[config.mk]
export PLATFORM = sky130hd
export DESIGN_NAME = ricart_agrawala_mutex_node_unit
export DESIGN_NICKNAME = d
export VERILOG_FILES = /design/src/hw/rtl/ramn_pkg.sv /design/src/hw/rtl/ricart_agrawala_mutex_node_unit.sv
export VERILOG_INCLUDE_DIRS = /design/src /design/src/hw/rtl
export SDC_FILE = /design/constraint.sdc
export NUM_CORES = 1
export LEC_CHECK = 0
export BUFFER_PORTS_ARGS = -buffer_cell sky130_fd_sc_hd__buf_2
export CORE_UTILIZATION = 62
export CTS_CLUSTER_SIZE = 25
export DETAILED_ROUTE_END_ITERATION = 6
export PLACE_DENSITY = 0.83
export SYNTH_ARGS = -nofsm -noshare
export SYNTH_HDL_FRONTEND = slang
export SYNTH_SLANG_ARGS = --single-unit
export TNS_END_PERCENT = 30
[constraint.sdc]
create_clock -name clock -period 9 [get_ports clock]
set_clock_uncertainty 0.1 [all_clocks]
set_input_delay 1.8 -clock clock [delete_from_list [all_inputs] [get_ports clock]]
set_output_delay 1.8 -clock clock [all_outputs]
set_load 0.02 [all_outputs]
[src/hw/rtl/assert_macros.svh]
// Assertion helpers used by the RTL of the mutual exclusion node.
`ifndef ASSERT_MACROS_SVH
`define ASSERT_MACROS_SVH

// Checks a property on every rising clock edge outside reset.
`define RAMN_ASSERT(lbl, clk, rst, prop) \
   lbl: assert property (@(posedge clk) disable iff (rst) prop) \
      else $error("ramn: property violated");

// Checks that a condition never holds on a rising clock edge outside reset.
`define RAMN_ASSERT_NEVER(lbl, clk, rst, cond) \
   lbl: assert property (@(posedge clk) disable iff (rst) !(cond)) \
      else $error("ramn: forbidden condition observed");

`endif

[src/hw/rtl/ramn_pkg.sv]
`default_nettype none

package ramn_pkg;

   localparam int MAX_NODES_DEFAULT  = 16;
   localparam int CLOCK_BITS_DEFAULT = 32;

   localparam int RANK_W   = 4;
   localparam int COUNT_W  = 5;
   localparam int STAMP_W  = 32;
   localparam int REQ_DATA_W = 40;
   localparam int RSP_DATA_W = 40;
   localparam int CSR_INDEX_W = 4;
   localparam int CSR_DATA_W  = 5;

   localparam logic [RANK_W-1:0]  OWN_RANK_RESET   = 4'd0;
   localparam logic [COUNT_W-1:0] NODE_COUNT_RESET = 5'd2;

   typedef enum logic [1:0] {
      OP_REQUEST  = 2'd0,
      OP_RELEASE  = 2'd1,
      OP_PEER_REQ = 2'd2,
      OP_PEER_ACK = 2'd3
   } op_type;

   typedef enum logic [1:0] {
      KIND_ACK     = 2'd0,
      KIND_REQUEST = 2'd1,
      KIND_GRANT   = 2'd2
   } kind_type;

   typedef enum logic [1:0] {
      PH_IDLE = 2'd0,
      PH_REQ  = 2'd1,
      PH_CS   = 2'd2
   } phase_type;

   typedef enum logic [CSR_INDEX_W-1:0] {
      CSR_OWN_RANK   = 4'd0,
      CSR_NODE_COUNT = 4'd1
   } csr_index_type;

   typedef enum logic [2:0] {
      ST_IDLE,
      ST_MERGE,
      ST_TICK,
      ST_ACK_TICK,
      ST_EMIT_ACK,
      ST_GRANT,
      ST_REQ_WALK,
      ST_REL_WALK
   } state_type;

endpackage

`default_nettype wire

[src/hw/rtl/ricart_agrawala_mutex_node_unit.sv]
// One node of Ricart-Agrawala mutual exclusion with a saturating Lamport clock. Each
// transaction on req_ is one event (request entry, release, peer request, peer
// acknowledgement); the node answers with zero or more transactions on rsp_, the final one
// marked by rsp_tlast. A single saturating max/increment unit updates the logical clock
// under a small sequencer, so the node takes one event at a time. A peer request is
// deferred or acknowledged at once, and a request or release walks the ranks (up to the
// effective node count), producing at most one message per cycle while rsp_tready does
// not hold off a waiting message; a request with no peers is granted at once.
// Configuration writes on csr_ are taken at any time but belong in idle gaps.
`default_nettype none
`include "assert_macros.svh"

module ricart_agrawala_mutex_node_unit #(
   parameter int MAX_NODES  = ramn_pkg::MAX_NODES_DEFAULT,
   parameter int CLOCK_BITS = ramn_pkg::CLOCK_BITS_DEFAULT
) (
   input  wire logic                               clock,
   input  wire logic                               reset,
   input  wire logic                               req_tvalid,
   output logic                                    req_tready,
   // Fields from bit 0: peer (4), peer_stamp (32), zero fill (4).
   input  wire logic [ramn_pkg::REQ_DATA_W-1:0]    req_tdata,
   // Fields from bit 0: operation (2).
   input  wire logic [1:0]                         req_tuser,
   output logic                                    rsp_tvalid,
   input  wire logic                               rsp_tready,
   // Fields from bit 0: target (4), stamp (32), zero fill (4).
   output logic [ramn_pkg::RSP_DATA_W-1:0]         rsp_tdata,
   // Fields from bit 0: out_kind (2).
   output logic [1:0]                              rsp_tuser,
   output logic                                    rsp_tlast,
   input  wire logic                               csr_valid,
   output logic                                    csr_ready,
   input  wire logic [ramn_pkg::CSR_INDEX_W-1:0]   csr_index,
   input  wire logic [ramn_pkg::CSR_DATA_W-1:0]    csr_data
);

   localparam int IW = $clog2(MAX_NODES);
   localparam int NW = $clog2(MAX_NODES + 1);
   localparam int KW = (NW > ramn_pkg::COUNT_W) ? NW : ramn_pkg::COUNT_W;
   localparam int CB = CLOCK_BITS;
   localparam int XW = (CB > ramn_pkg::STAMP_W) ? CB : ramn_pkg::STAMP_W;
   localparam logic [XW-1:0] CLOCK_MAX_X = XW'({CB{1'b1}});

   // Architectural state.
   logic [CB-1:0]                     clock_ff, clock_in;
   logic [CB-1:0]                     req_stamp_ff, req_stamp_in;
   ramn_pkg::phase_type               phase_ff, phase_in;
   logic [NW-1:0]                     ack_ff, ack_in;
   logic [MAX_NODES-1:0]              deferred_ff, deferred_in;
   logic [ramn_pkg::RANK_W-1:0]       own_rank_ff, own_rank_in;
   logic [ramn_pkg::COUNT_W-1:0]      node_count_ff, node_count_in;

   // Sequencer and the event being worked on.
   ramn_pkg::state_type               state_ff, state_in;
   ramn_pkg::op_type                  op_ff, op_in;
   logic [ramn_pkg::RANK_W-1:0]       peer_ff, peer_in;
   logic [ramn_pkg::STAMP_W-1:0]      pst_ff, pst_in;
   logic [IW-1:0]                     idx_ff, idx_in;

   // Output register.
   logic                              rsp_valid_ff, rsp_valid_in;
   ramn_pkg::kind_type                rsp_kind_ff, rsp_kind_in;
   logic [ramn_pkg::RANK_W-1:0]       rsp_target_ff, rsp_target_in;
   logic [ramn_pkg::STAMP_W-1:0]      rsp_stamp_ff, rsp_stamp_in;
   logic                              rsp_last_ff, rsp_last_in;
   logic                              rsp_load;
   logic                              slot_free;

   // Derived values.
   logic [NW-1:0]                     n_eff;
   logic [NW-1:0]                     peer_total;
   logic [KW-1:0]                     n_k, own_k, peer_k, idx_k, in_peer_k, last_peer_k;
   logic                              in_is_peer;
   logic                              mine_first;
   logic [NW-1:0]                     ack_next;
   logic [MAX_NODES-1:0]              below_n, above_idx;
   logic                              rel_last;

   // Shared clock unit: saturating max-merge or saturating increment.
   logic [XW-1:0]                     clk_x, pst_x, max_x;
   logic [CB-1:0]                     unit_merge, unit_inc;

   always_comb begin
      clk_x = XW'(clock_ff);
      pst_x = XW'(pst_ff);
      max_x = (clk_x > pst_x) ? clk_x : pst_x;
      if (max_x > CLOCK_MAX_X) begin
         max_x = CLOCK_MAX_X;
      end
      unit_merge = max_x[CB-1:0];
      unit_inc   = (clock_ff == {CB{1'b1}}) ? clock_ff : clock_ff + CB'(1);
   end

   always_comb begin
      if (KW'(node_count_ff) > KW'(MAX_NODES)) begin
         n_eff = NW'(MAX_NODES);
      end else begin
         n_eff = NW'(node_count_ff);
      end
      n_k        = KW'(n_eff);
      own_k      = KW'(own_rank_ff);
      peer_k     = KW'(peer_ff);
      idx_k      = KW'(idx_ff);
      in_peer_k  = KW'(req_tdata[ramn_pkg::RANK_W-1:0]);
      peer_total = (n_k > own_k) ? n_eff - NW'(1) : n_eff;
      in_is_peer = (in_peer_k < n_k) && (in_peer_k != own_k);
      // When this node holds the top rank, the last peer sits just below it.
      last_peer_k = (own_k == n_k - KW'(1)) ? n_k - KW'(2) : n_k - KW'(1);
      mine_first = (XW'(req_stamp_ff) < pst_x) ||
                   ((XW'(req_stamp_ff) == pst_x) && (own_k < peer_k));
      ack_next   = ack_ff + NW'(1);
      for (int j = 0; j < MAX_NODES; j++) begin
         below_n[j]   = KW'(j) < n_k;
         above_idx[j] = KW'(j) > idx_k;
      end
      rel_last  = (deferred_ff & below_n & above_idx) == '0;
      slot_free = !rsp_valid_ff || rsp_tready;
   end

   always_comb begin
      clock_in      = clock_ff;
      req_stamp_in  = req_stamp_ff;
      phase_in      = phase_ff;
      ack_in        = ack_ff;
      deferred_in   = deferred_ff;
      own_rank_in   = own_rank_ff;
      node_count_in = node_count_ff;
      state_in      = state_ff;
      op_in         = op_ff;
      peer_in       = peer_ff;
      pst_in        = pst_ff;
      idx_in        = idx_ff;
      rsp_load      = 1'b0;
      rsp_kind_in   = rsp_kind_ff;
      rsp_target_in = rsp_target_ff;
      rsp_stamp_in  = rsp_stamp_ff;
      rsp_last_in   = rsp_last_ff;
      req_tready    = 1'b0;
      csr_ready     = 1'b1;

      if (csr_valid) begin
         if (csr_index == ramn_pkg::CSR_OWN_RANK) begin
            own_rank_in = csr_data[ramn_pkg::RANK_W-1:0];
         end else if (csr_index == ramn_pkg::CSR_NODE_COUNT) begin
            node_count_in = csr_data[ramn_pkg::COUNT_W-1:0];
         end
      end

      unique case (state_ff)
         ramn_pkg::ST_IDLE: begin
            req_tready = 1'b1;
            if (req_tvalid) begin
               op_in   = ramn_pkg::op_type'(req_tuser);
               peer_in = req_tdata[ramn_pkg::RANK_W-1:0];
               pst_in  = req_tdata[ramn_pkg::RANK_W +: ramn_pkg::STAMP_W];
               unique case (ramn_pkg::op_type'(req_tuser))
                  ramn_pkg::OP_REQUEST: begin
                     if (phase_ff == ramn_pkg::PH_IDLE) begin
                        state_in = ramn_pkg::ST_TICK;
                     end
                  end
                  ramn_pkg::OP_RELEASE: begin
                     if (phase_ff == ramn_pkg::PH_CS) begin
                        state_in = ramn_pkg::ST_TICK;
                     end
                  end
                  ramn_pkg::OP_PEER_REQ, ramn_pkg::OP_PEER_ACK: begin
                     // A message from a rank outside the peer set is dropped silently.
                     if (in_is_peer) begin
                        state_in = ramn_pkg::ST_MERGE;
                     end
                  end
                  default: begin
                  end
               endcase
            end
         end
         ramn_pkg::ST_MERGE: begin
            clock_in = unit_merge;
            state_in = ramn_pkg::ST_TICK;
         end
         ramn_pkg::ST_TICK: begin
            clock_in = unit_inc;
            state_in = ramn_pkg::ST_IDLE;
            unique case (op_ff)
               ramn_pkg::OP_REQUEST: begin
                  req_stamp_in = unit_inc;
                  ack_in       = '0;
                  phase_in     = ramn_pkg::PH_REQ;
                  idx_in       = '0;
                  if (peer_total == '0) begin
                     phase_in = ramn_pkg::PH_CS;
                     state_in = ramn_pkg::ST_GRANT;
                  end else begin
                     state_in = ramn_pkg::ST_REQ_WALK;
                  end
               end
               ramn_pkg::OP_RELEASE: begin
                  idx_in = '0;
                  if (n_eff == '0) begin
                     deferred_in = '0;
                     phase_in    = ramn_pkg::PH_IDLE;
                  end else begin
                     state_in = ramn_pkg::ST_REL_WALK;
                  end
               end
               ramn_pkg::OP_PEER_REQ: begin
                  if ((phase_ff == ramn_pkg::PH_CS) ||
                      ((phase_ff == ramn_pkg::PH_REQ) && mine_first)) begin
                     deferred_in[peer_k[IW-1:0]] = 1'b1;
                  end else begin
                     state_in = ramn_pkg::ST_ACK_TICK;
                  end
               end
               ramn_pkg::OP_PEER_ACK: begin
                  // Acknowledgements outside a request only move the clock.
                  if (phase_ff == ramn_pkg::PH_REQ) begin
                     ack_in = ack_next;
                     if (ack_next >= peer_total) begin
                        phase_in = ramn_pkg::PH_CS;
                        state_in = ramn_pkg::ST_GRANT;
                     end
                  end
               end
               default: begin
               end
            endcase
         end
         ramn_pkg::ST_ACK_TICK: begin
            clock_in = unit_inc;
            state_in = ramn_pkg::ST_EMIT_ACK;
         end
         ramn_pkg::ST_EMIT_ACK: begin
            if (slot_free) begin
               rsp_load      = 1'b1;
               rsp_kind_in   = ramn_pkg::KIND_ACK;
               rsp_target_in = peer_ff;
               rsp_stamp_in  = clk_x[ramn_pkg::STAMP_W-1:0];
               rsp_last_in   = 1'b1;
               state_in      = ramn_pkg::ST_IDLE;
            end
         end
         ramn_pkg::ST_GRANT: begin
            if (slot_free) begin
               rsp_load      = 1'b1;
               rsp_kind_in   = ramn_pkg::KIND_GRANT;
               rsp_target_in = own_rank_ff;
               rsp_stamp_in  = clk_x[ramn_pkg::STAMP_W-1:0];
               rsp_last_in   = 1'b1;
               state_in      = ramn_pkg::ST_IDLE;
            end
         end
         ramn_pkg::ST_REQ_WALK: begin
            // Own rank is stepped over without a message.
            if ((idx_k == own_k) || slot_free) begin
               if (idx_k != own_k) begin
                  rsp_load      = 1'b1;
                  rsp_kind_in   = ramn_pkg::KIND_REQUEST;
                  rsp_target_in = idx_k[ramn_pkg::RANK_W-1:0];
                  rsp_stamp_in  = clk_x[ramn_pkg::STAMP_W-1:0];
                  rsp_last_in   = idx_k == last_peer_k;
               end
               if (idx_k == last_peer_k) begin
                  state_in = ramn_pkg::ST_IDLE;
               end else begin
                  idx_in = idx_ff + IW'(1);
               end
            end
         end
         ramn_pkg::ST_REL_WALK: begin
            if (!deferred_ff[idx_ff] || slot_free) begin
               if (deferred_ff[idx_ff]) begin
                  rsp_load      = 1'b1;
                  rsp_kind_in   = ramn_pkg::KIND_ACK;
                  rsp_target_in = idx_k[ramn_pkg::RANK_W-1:0];
                  rsp_stamp_in  = clk_x[ramn_pkg::STAMP_W-1:0];
                  rsp_last_in   = rel_last;
               end
               if ((deferred_ff[idx_ff] && rel_last) || (idx_k == n_k - KW'(1))) begin
                  deferred_in = '0;
                  phase_in    = ramn_pkg::PH_IDLE;
                  state_in    = ramn_pkg::ST_IDLE;
               end else begin
                  idx_in = idx_ff + IW'(1);
               end
            end
         end
         default: begin
            state_in = ramn_pkg::ST_IDLE;
         end
      endcase

      if (rsp_load) begin
         rsp_valid_in = 1'b1;
      end else if (rsp_tready) begin
         rsp_valid_in = 1'b0;
      end else begin
         rsp_valid_in = rsp_valid_ff;
      end
   end

   always_ff @(posedge clock) begin
      if (reset) begin
         clock_ff      <= '0;
         req_stamp_ff  <= '0;
         phase_ff      <= ramn_pkg::PH_IDLE;
         ack_ff        <= '0;
         deferred_ff   <= '0;
         own_rank_ff   <= ramn_pkg::OWN_RANK_RESET;
         node_count_ff <= ramn_pkg::NODE_COUNT_RESET;
         state_ff      <= ramn_pkg::ST_IDLE;
         idx_ff        <= '0;
         rsp_valid_ff  <= 1'b0;
      end else begin
         clock_ff      <= clock_in;
         req_stamp_ff  <= req_stamp_in;
         phase_ff      <= phase_in;
         ack_ff        <= ack_in;
         deferred_ff   <= deferred_in;
         own_rank_ff   <= own_rank_in;
         node_count_ff <= node_count_in;
         state_ff      <= state_in;
         idx_ff        <= idx_in;
         rsp_valid_ff  <= rsp_valid_in;
      end
   end

   always_ff @(posedge clock) begin
      op_ff         <= op_in;
      peer_ff       <= peer_in;
      pst_ff        <= pst_in;
      rsp_kind_ff   <= rsp_kind_in;
      rsp_target_ff <= rsp_target_in;
      rsp_stamp_ff  <= rsp_stamp_in;
      rsp_last_ff   <= rsp_last_in;
   end

   assign rsp_tvalid = rsp_valid_ff;
   assign rsp_tuser  = rsp_kind_ff;
   assign rsp_tlast  = rsp_last_ff;
   assign rsp_tdata  = {{(ramn_pkg::RSP_DATA_W - ramn_pkg::STAMP_W - ramn_pkg::RANK_W){1'b0}},
                        rsp_stamp_ff, rsp_target_ff};

   `RAMN_ASSERT(a_idle_no_deferred, clock, reset, (phase_ff == ramn_pkg::PH_IDLE) |-> (deferred_ff == '0))
   `RAMN_ASSERT(a_last_ends_event, clock, reset, (rsp_load && rsp_last_in) |=> (state_ff == ramn_pkg::ST_IDLE))
   `RAMN_ASSERT(a_walk_requesting, clock, reset, (state_ff == ramn_pkg::ST_REQ_WALK) |-> (phase_ff == ramn_pkg::PH_REQ))
   `RAMN_ASSERT_NEVER(a_busy_no_accept, clock, reset, req_tready && (state_ff != ramn_pkg::ST_IDLE))

endmodule

`default_nettype wire

; After elaboration in Yosys (flattened, before gate mapping)
; Cells that the tools add are included.
[word_totals]
reg_bits = 181
in_bits = 56
output_inout_bits = 46
elab_cells = 243
[classes]
add_sub_neg = 5
order_cmp = 42
n_eq_ne = 47
muxes = 85
bitwise_logic = 4
reduce_logical = 43
[op_table]
columns = operator, n
row1 = $mux W32, 8
row2 = $pmux W32 S3, 1
row3 = $mux W16, 4
row4 = $pmux W16 S2, 2
row5 = $pmux W32 S2, 1
row6 = $mux W4, 11
row7 = $lt A4 B5 Y1 const A, 8
row8 = $mux W3, 12
row9 = $add A32 B1 Y32 const B, 1
row10 = $and A16 B16 Y16, 2
row11 = $eq A32 B32 Y1, 1
row12 = $eq A32 B32 Y1 const B, 1
row13 = $gt A32 B32 Y1, 1
row14 = $gt A32 B32 Y1 const B, 1
row15 = $gt A4 B4 Y1 const A, 8
row16 = $lt A32 B32 Y1, 1
row17 = $mux W2, 14
row18 = $ne A2 B2 Y1 const B, 13
row19 = $ne A3 B3 Y1 const B, 7
row20 = $pmux W3 S7, 1
row21 = $lt A3 B5 Y1 const A, 4
row22 = $mux W5, 4
row23 = $reduce_and A6 Y1, 3
row24 = $gt A3 B4 Y1 const A, 4
row25 = 57 further kinds, 113

; Logic depth before layout (Yosys ltp)
[depth]
word_depth = 11
mapped_depth = 18
ltp_nobuf = 16

; Worst setup path before layout
; Ideal clock, no wire load.
[synth_path]
path_kind = in2reg
from = in rsp_tready
to = reg rsp_stamp_ff[0] (netlist name) (enable)
setup_time_ns = 0.423
t_arrival_ns = 3.262
required_ns = 8.477
slack_ns = 5.215
path_stages = 2
path_buffers = 0
path_cell_list = nor2b_1 -> nor2_1
[synth_between]
elab_chain_cells = 4
elab_cells_between_ends = 7
classes_between = 3 x eq/ne / 4 x reduce/logical
[synth_lines]
columns = item, line
row1 = "start, declared", ricart_agrawala_mutex_node_unit.sv:26  ; input wire logic rsp_tready,
row2 = $logic_or A1 B1 Y1 (*), ricart_agrawala_mutex_node_unit.sv:118  ; slot_free = !rsp_valid_ff || rsp_tready;
row3 = "$logic_or A1 B1 Y1, on equally long branches", "ricart_agrawala_mutex_node_unit.sv:256, ricart_agrawala_mutex_node_unit.sv:272"
row4 = $ne A2 B2 Y1 (no source line), -
row5 = $reduce_and A6 Y1 (no source line) (*), -
row6 = "end signal, assigned", ricart_agrawala_mutex_node_unit.sv:335  ; rsp_stamp_ff <= rsp_stamp_in;
row7 = "end, declared", ricart_agrawala_mutex_node_unit.sv:65  ; logic [ramn_pkg::STAMP_W-1:0] rsp_stamp_ff, rsp_stamp_in;
; Every way passes the cells marked *; elsewhere a longest branch is shown, timed or not.
; A chain may end at the register's enable or synchronous reset.

; Worst setup path after layout
[layout_path]
from = reg node_count_ff[4] (netlist name)
to = reg deferred_ff[14]
[layout_between]
elab_chain_cells = 10
elab_cells_between_ends = 29
classes_between = 1 x add/sub / 17 x order compare / 3 x eq/ne / 1 x mux / 2 x bitwise / 5 x reduce/logical
[layout_lines]
columns = item, line
row1 = "start, declared", ricart_agrawala_mutex_node_unit.sv:52  ; logic [ramn_pkg::COUNT_W-1:0] node_count_ff, node_count_in;
row2 = "start signal, assigned", ricart_agrawala_mutex_node_unit.sv:311  ; node_count_ff <= ramn_pkg::NODE_COUNT_RESET;
row3 = "start signal, assigned", ricart_agrawala_mutex_node_unit.sv:322  ; node_count_ff <= node_count_in;
row4 = $gt A5 B5 Y1, ricart_agrawala_mutex_node_unit.sv:96  ; if (KW'(node_count_ff) > KW'(MAX_NODES)) begin
row5 = $mux W5 (*), ricart_agrawala_mutex_node_unit.sv:96
row6 = "$lt A1 B5 Y1, or another cell as far along", ricart_agrawala_mutex_node_unit.sv:114  ; below_n[j] = KW'(j) < n_k;
row7 = $and A16 B16 Y16 (2 in series), ricart_agrawala_mutex_node_unit.sv:117  ; rel_last = (deferred_ff & below_n & above_idx) == '0;
row8 = $logic_not A16 Y1, ricart_agrawala_mutex_node_unit.sv:117
row9 = $logic_and A1 B1 Y1, ricart_agrawala_mutex_node_unit.sv:280  ; if ((deferred_ff[idx_ff] && rel_last) || (idx_k == n_k - KW'(1))) begin
row10 = $logic_or A1 B1 Y1, ricart_agrawala_mutex_node_unit.sv:280
row11 = $ne A2 B2 Y1 (no source line), -
row12 = $reduce_and A6 Y1 (no source line) (*), -
row13 = "end signal, assigned", ricart_agrawala_mutex_node_unit.sv:320  ; deferred_ff <= deferred_in;
row14 = "end, declared", ricart_agrawala_mutex_node_unit.sv:50  ; logic [MAX_NODES-1:0] deferred_ff, deferred_in;
; Marked as above.

==> flow_summary.toml <==
[yosys]
yosysWarnings = 0
synth_top_area_share_pct = 21.56
synthArstFlopShare_pct = 0
syn_area_um2 = 10720
synth_cells = 1146
ys_top_cells_by_area = "edfxtp_1 (22%), dfxtp_1 (19%), ha_1 (11%), nor2_1 (3.7%), a21oi_1 (3.7%)"
synthDistinctLibCells = 83
avgSynthCellArea_um2 = 9.358
ys_ff_latch = 181
synth_flop_cell = "dfxtp_1"
synth-edff-count = 77
synth_top_area_cell = "edfxtp_1"
seq_area_frac_synth_pct = 40.98

[floorplan]
die_h_um = 133.5
coreArea_um2 = 16760
dieWidth_um = 133.5
die_area_um2 = 17830
io-pin-count = 102
start_util_pct = 63.99
row_count = 47

[min_path]
worstHoldPathType = "flop to flop"
whs_path_depth = 2

[grt]
grt_max_degree = 89
track_usage_pct = 31.88
grt_pass1_wl_um = 44510
grt_pass1_vias = 8963
overflow = 0
antenna_found_initial = 0

[cts]
root_buffer = "clkbuf_16"
clock-sinks = 181
clock_path_buffers = 2
cts_tree = "built"
cts_resized = 0
numCtsBuffers = 17
clk-insertion-delay-late_ns = 0.44
postCtsSetupRepairBufs = 0
cts_hold_buf = 0
clk_pin_slew_ns = 0.07
htree_levels = 4

[route]
postRouteAntennaNets = 0
viasPerCell = 6.457
drt_wl_total_um = 27730
dr_total_vias = 9279
drc = 0
drt_iter0_markers = 938
dr.pass1.iters = 7
wire_per_inst_um = 19.30

[worst_setup_path]
r2r_cells = 12
start_kind = "flop"
worstPathArrival_ns = 5.20
critical-path-slowest-cell = "a21oi_1"
crit_end = "deferred_ff[14]"
path_cells = "and2b_2 -> inv_1 -> ha_1 -> a21boi_1 -> o221ai_1 -> xnor2_1 -> a31o_2 -> a41oi_2 -> nor2_1 -> o21a_1 -> a21oi_1 -> o21a_1"
required_ns = 9.28
path_common_cell = "o21a_1"
endpoint_kind = "flop"
r2r-end = "deferred_ff[14]"
regToRegSetupSlack_ns = 4.08
crit_path_start = "node_count_ff[4]"
path_max_fanout = 28
crit_type = "flop to flop"
rr_startpoint = "node_count_ff[4]"
slowest_delay_ns = 0.99

[final_layout]
multi_input_area_um2 = 5876
layout.nets = 1352
final_cells = 1437
antenna_cells = 0
seq_area_um2 = 4394
area_growth_pct = 10.59
nFillCells = 1276
drive_gt1_share_pct = 13.15

[power]
switching_share_pct = 39.10
pwr-share-clk_pct = 25.6
vdd_drop_max_v = 0.0002131
seqPwrFrac_pct = 41.8
p_leak_nw = 4.622
intPower_mw = 1.786
power_switching_mw = 1.147
pwr-share-comb_pct = 32.6
powerDensity_nw_per_um2 = 247.3

[sta]
timing.fmax_ghz = 0.2034
max_slew_margin_pct = 14.19
fin_crit_sh_pct = 54.64
drv_slew = 0
min_period_ns = 4.917
hold_violations = 0
rsz0062_at_grt = "no"
final.setup.tns_ns = 0
worst_pin_slew_ns = 1.287
setup_viol = 0

[placed_design]
port_buffers = 92
dp_cells = 1405
globalplace.congestion = 0.9465
hpwl_um = 19280

[status]
status = "complete, no violations"

[run]
max_cap_violations = 0
[cells in the final DEF (no fill, tap or decap), types with 21 or more instances in the layout]
cell / count
a211oi_1: 36
a21oi_1: 79
buf_2: 92
dfxtp_1: 104
edfxtp_1: 77
ha_1: 92
inv_1: 58
nand2_1: 75
nand3_1: 41
nand4_1: 29
nor2_1: 105
nor3_1: 26
o21a_1: 21
o21ai_0: 38
xnor2_1: 34
[through the flow]
| stage | hold WS [ns] | area, um^2 | power [mW] | worst slack, ns | util, % |
|---|---|---|---|---|---|
| 2_1_floorplan | 0.3319 | 10740 | 1.859 | 5.215 | - |
| 5_1_grt | 0.4120 | 11860 | 3.083 | 3.781 | 70.77 |
| 6_report | 0.3696 | 11860 | 2.933 | 4.083 | 70.77 |
| 4_1_cts | 0.3665 | 11860 | 2.913 | 4.127 | 70.77 |
| 3_5_place_dp | 0.3547 | 11260 | 2.166 | 4.143 | 67.21 |
| 3_3_place_gp | 0.3396 | 11260 | 2.125 | 4.238 | 67.21 |
[power by group through the flow]
| stage | Clock [mW] | Combinational [mW] | Sequential (mW) |
|---|---|---|---|
| global route | 0.783 | 1.05 | 1.25 |
| global placement | 0 | 0.893 | 1.23 |
| finish | 0.751 | 0.956 | 1.23 |
| floorplan | 0 | 0.665 | 1.19 |
| detailed placement | 0 | 0.931 | 1.24 |
| CTS | 0.751 | 0.941 | 1.22 |
[area by class of cell]
cell class	count	share of cell area, %
sequential	181	37.05
tap	220	2.321
clock buffer	19	4.009
multi-input combinational	848	49.54
inverter	59	1.867
timing repair buffer	97	4.199
clock inverter	13	1.013
[synthesized netlist by cell type (19+ instances only)]
| master | count |
|---|---|
| nor2_1 | 107 |
| dfxtp_1 | 104 |
| ha_1 | 92 |
| a21oi_1 | 79 |
| edfxtp_1 | 77 |
| nand2_1 | 75 |
| inv_1 | 58 |
| clkbuf_1 | 44 |
| nand3_1 | 41 |
| o21ai_0 | 38 |
| a211oi_1 | 36 |
| xnor2_1 | 34 |
| nand4_1 | 29 |
| nor3_1 | 27 |
| o21a_1 | 21 |
| nor4_1 | 20 |
| nand2b_1 | 19 |
[cells by family after synthesis]
group,synth area share [%]
DFF,40.98
and+or+nand+nor,18.83
AOI/OAI and AO/OA,17.62
adders and majority gates,10.73
buffers and inverters,4.609
other,0.07003
muxes,2.555
xor gates and xnor gates,4.609
[worst min path at each step]
stage | startpoint | endpoint | slack, ns
CTS | req_stamp_ff[0] | req_stamp_ff[0] | 0.37
detailed placement | req_stamp_ff[0] | req_stamp_ff[0] | 0.35
finish | req_stamp_ff[0] | req_stamp_ff[0] | 0.37
global route | req_stamp_ff[0] | req_stamp_ff[0] | 0.41
global placement | req_stamp_ff[0] | req_stamp_ff[0] | 0.34
floorplan | req_stamp_ff[0] | req_stamp_ff[0] | 0.33
[worst max-delay path, delay by kind of cell (launching register included)]
kind	cells	cell delay [ns]
AO/OA/AOI/OAI	7	2.80
flip-flops	1	0.93
AND/OR/NAND/NOR	2	0.50
adder cells (fa/ha/maj)	1	0.23
buffers and inverters	1	0.14
XOR/XNOR	1	0.13
[layer usage]
metal	up-vias	track usage [%]	wire, um
met5	-	0	0
met4	0	18.12	1255
met3	106	5.670	1872
met2	410	54.37	13650
met1	4398	37.90	10950
li1	4365	-	-
(Power assumes the default switching activity.)
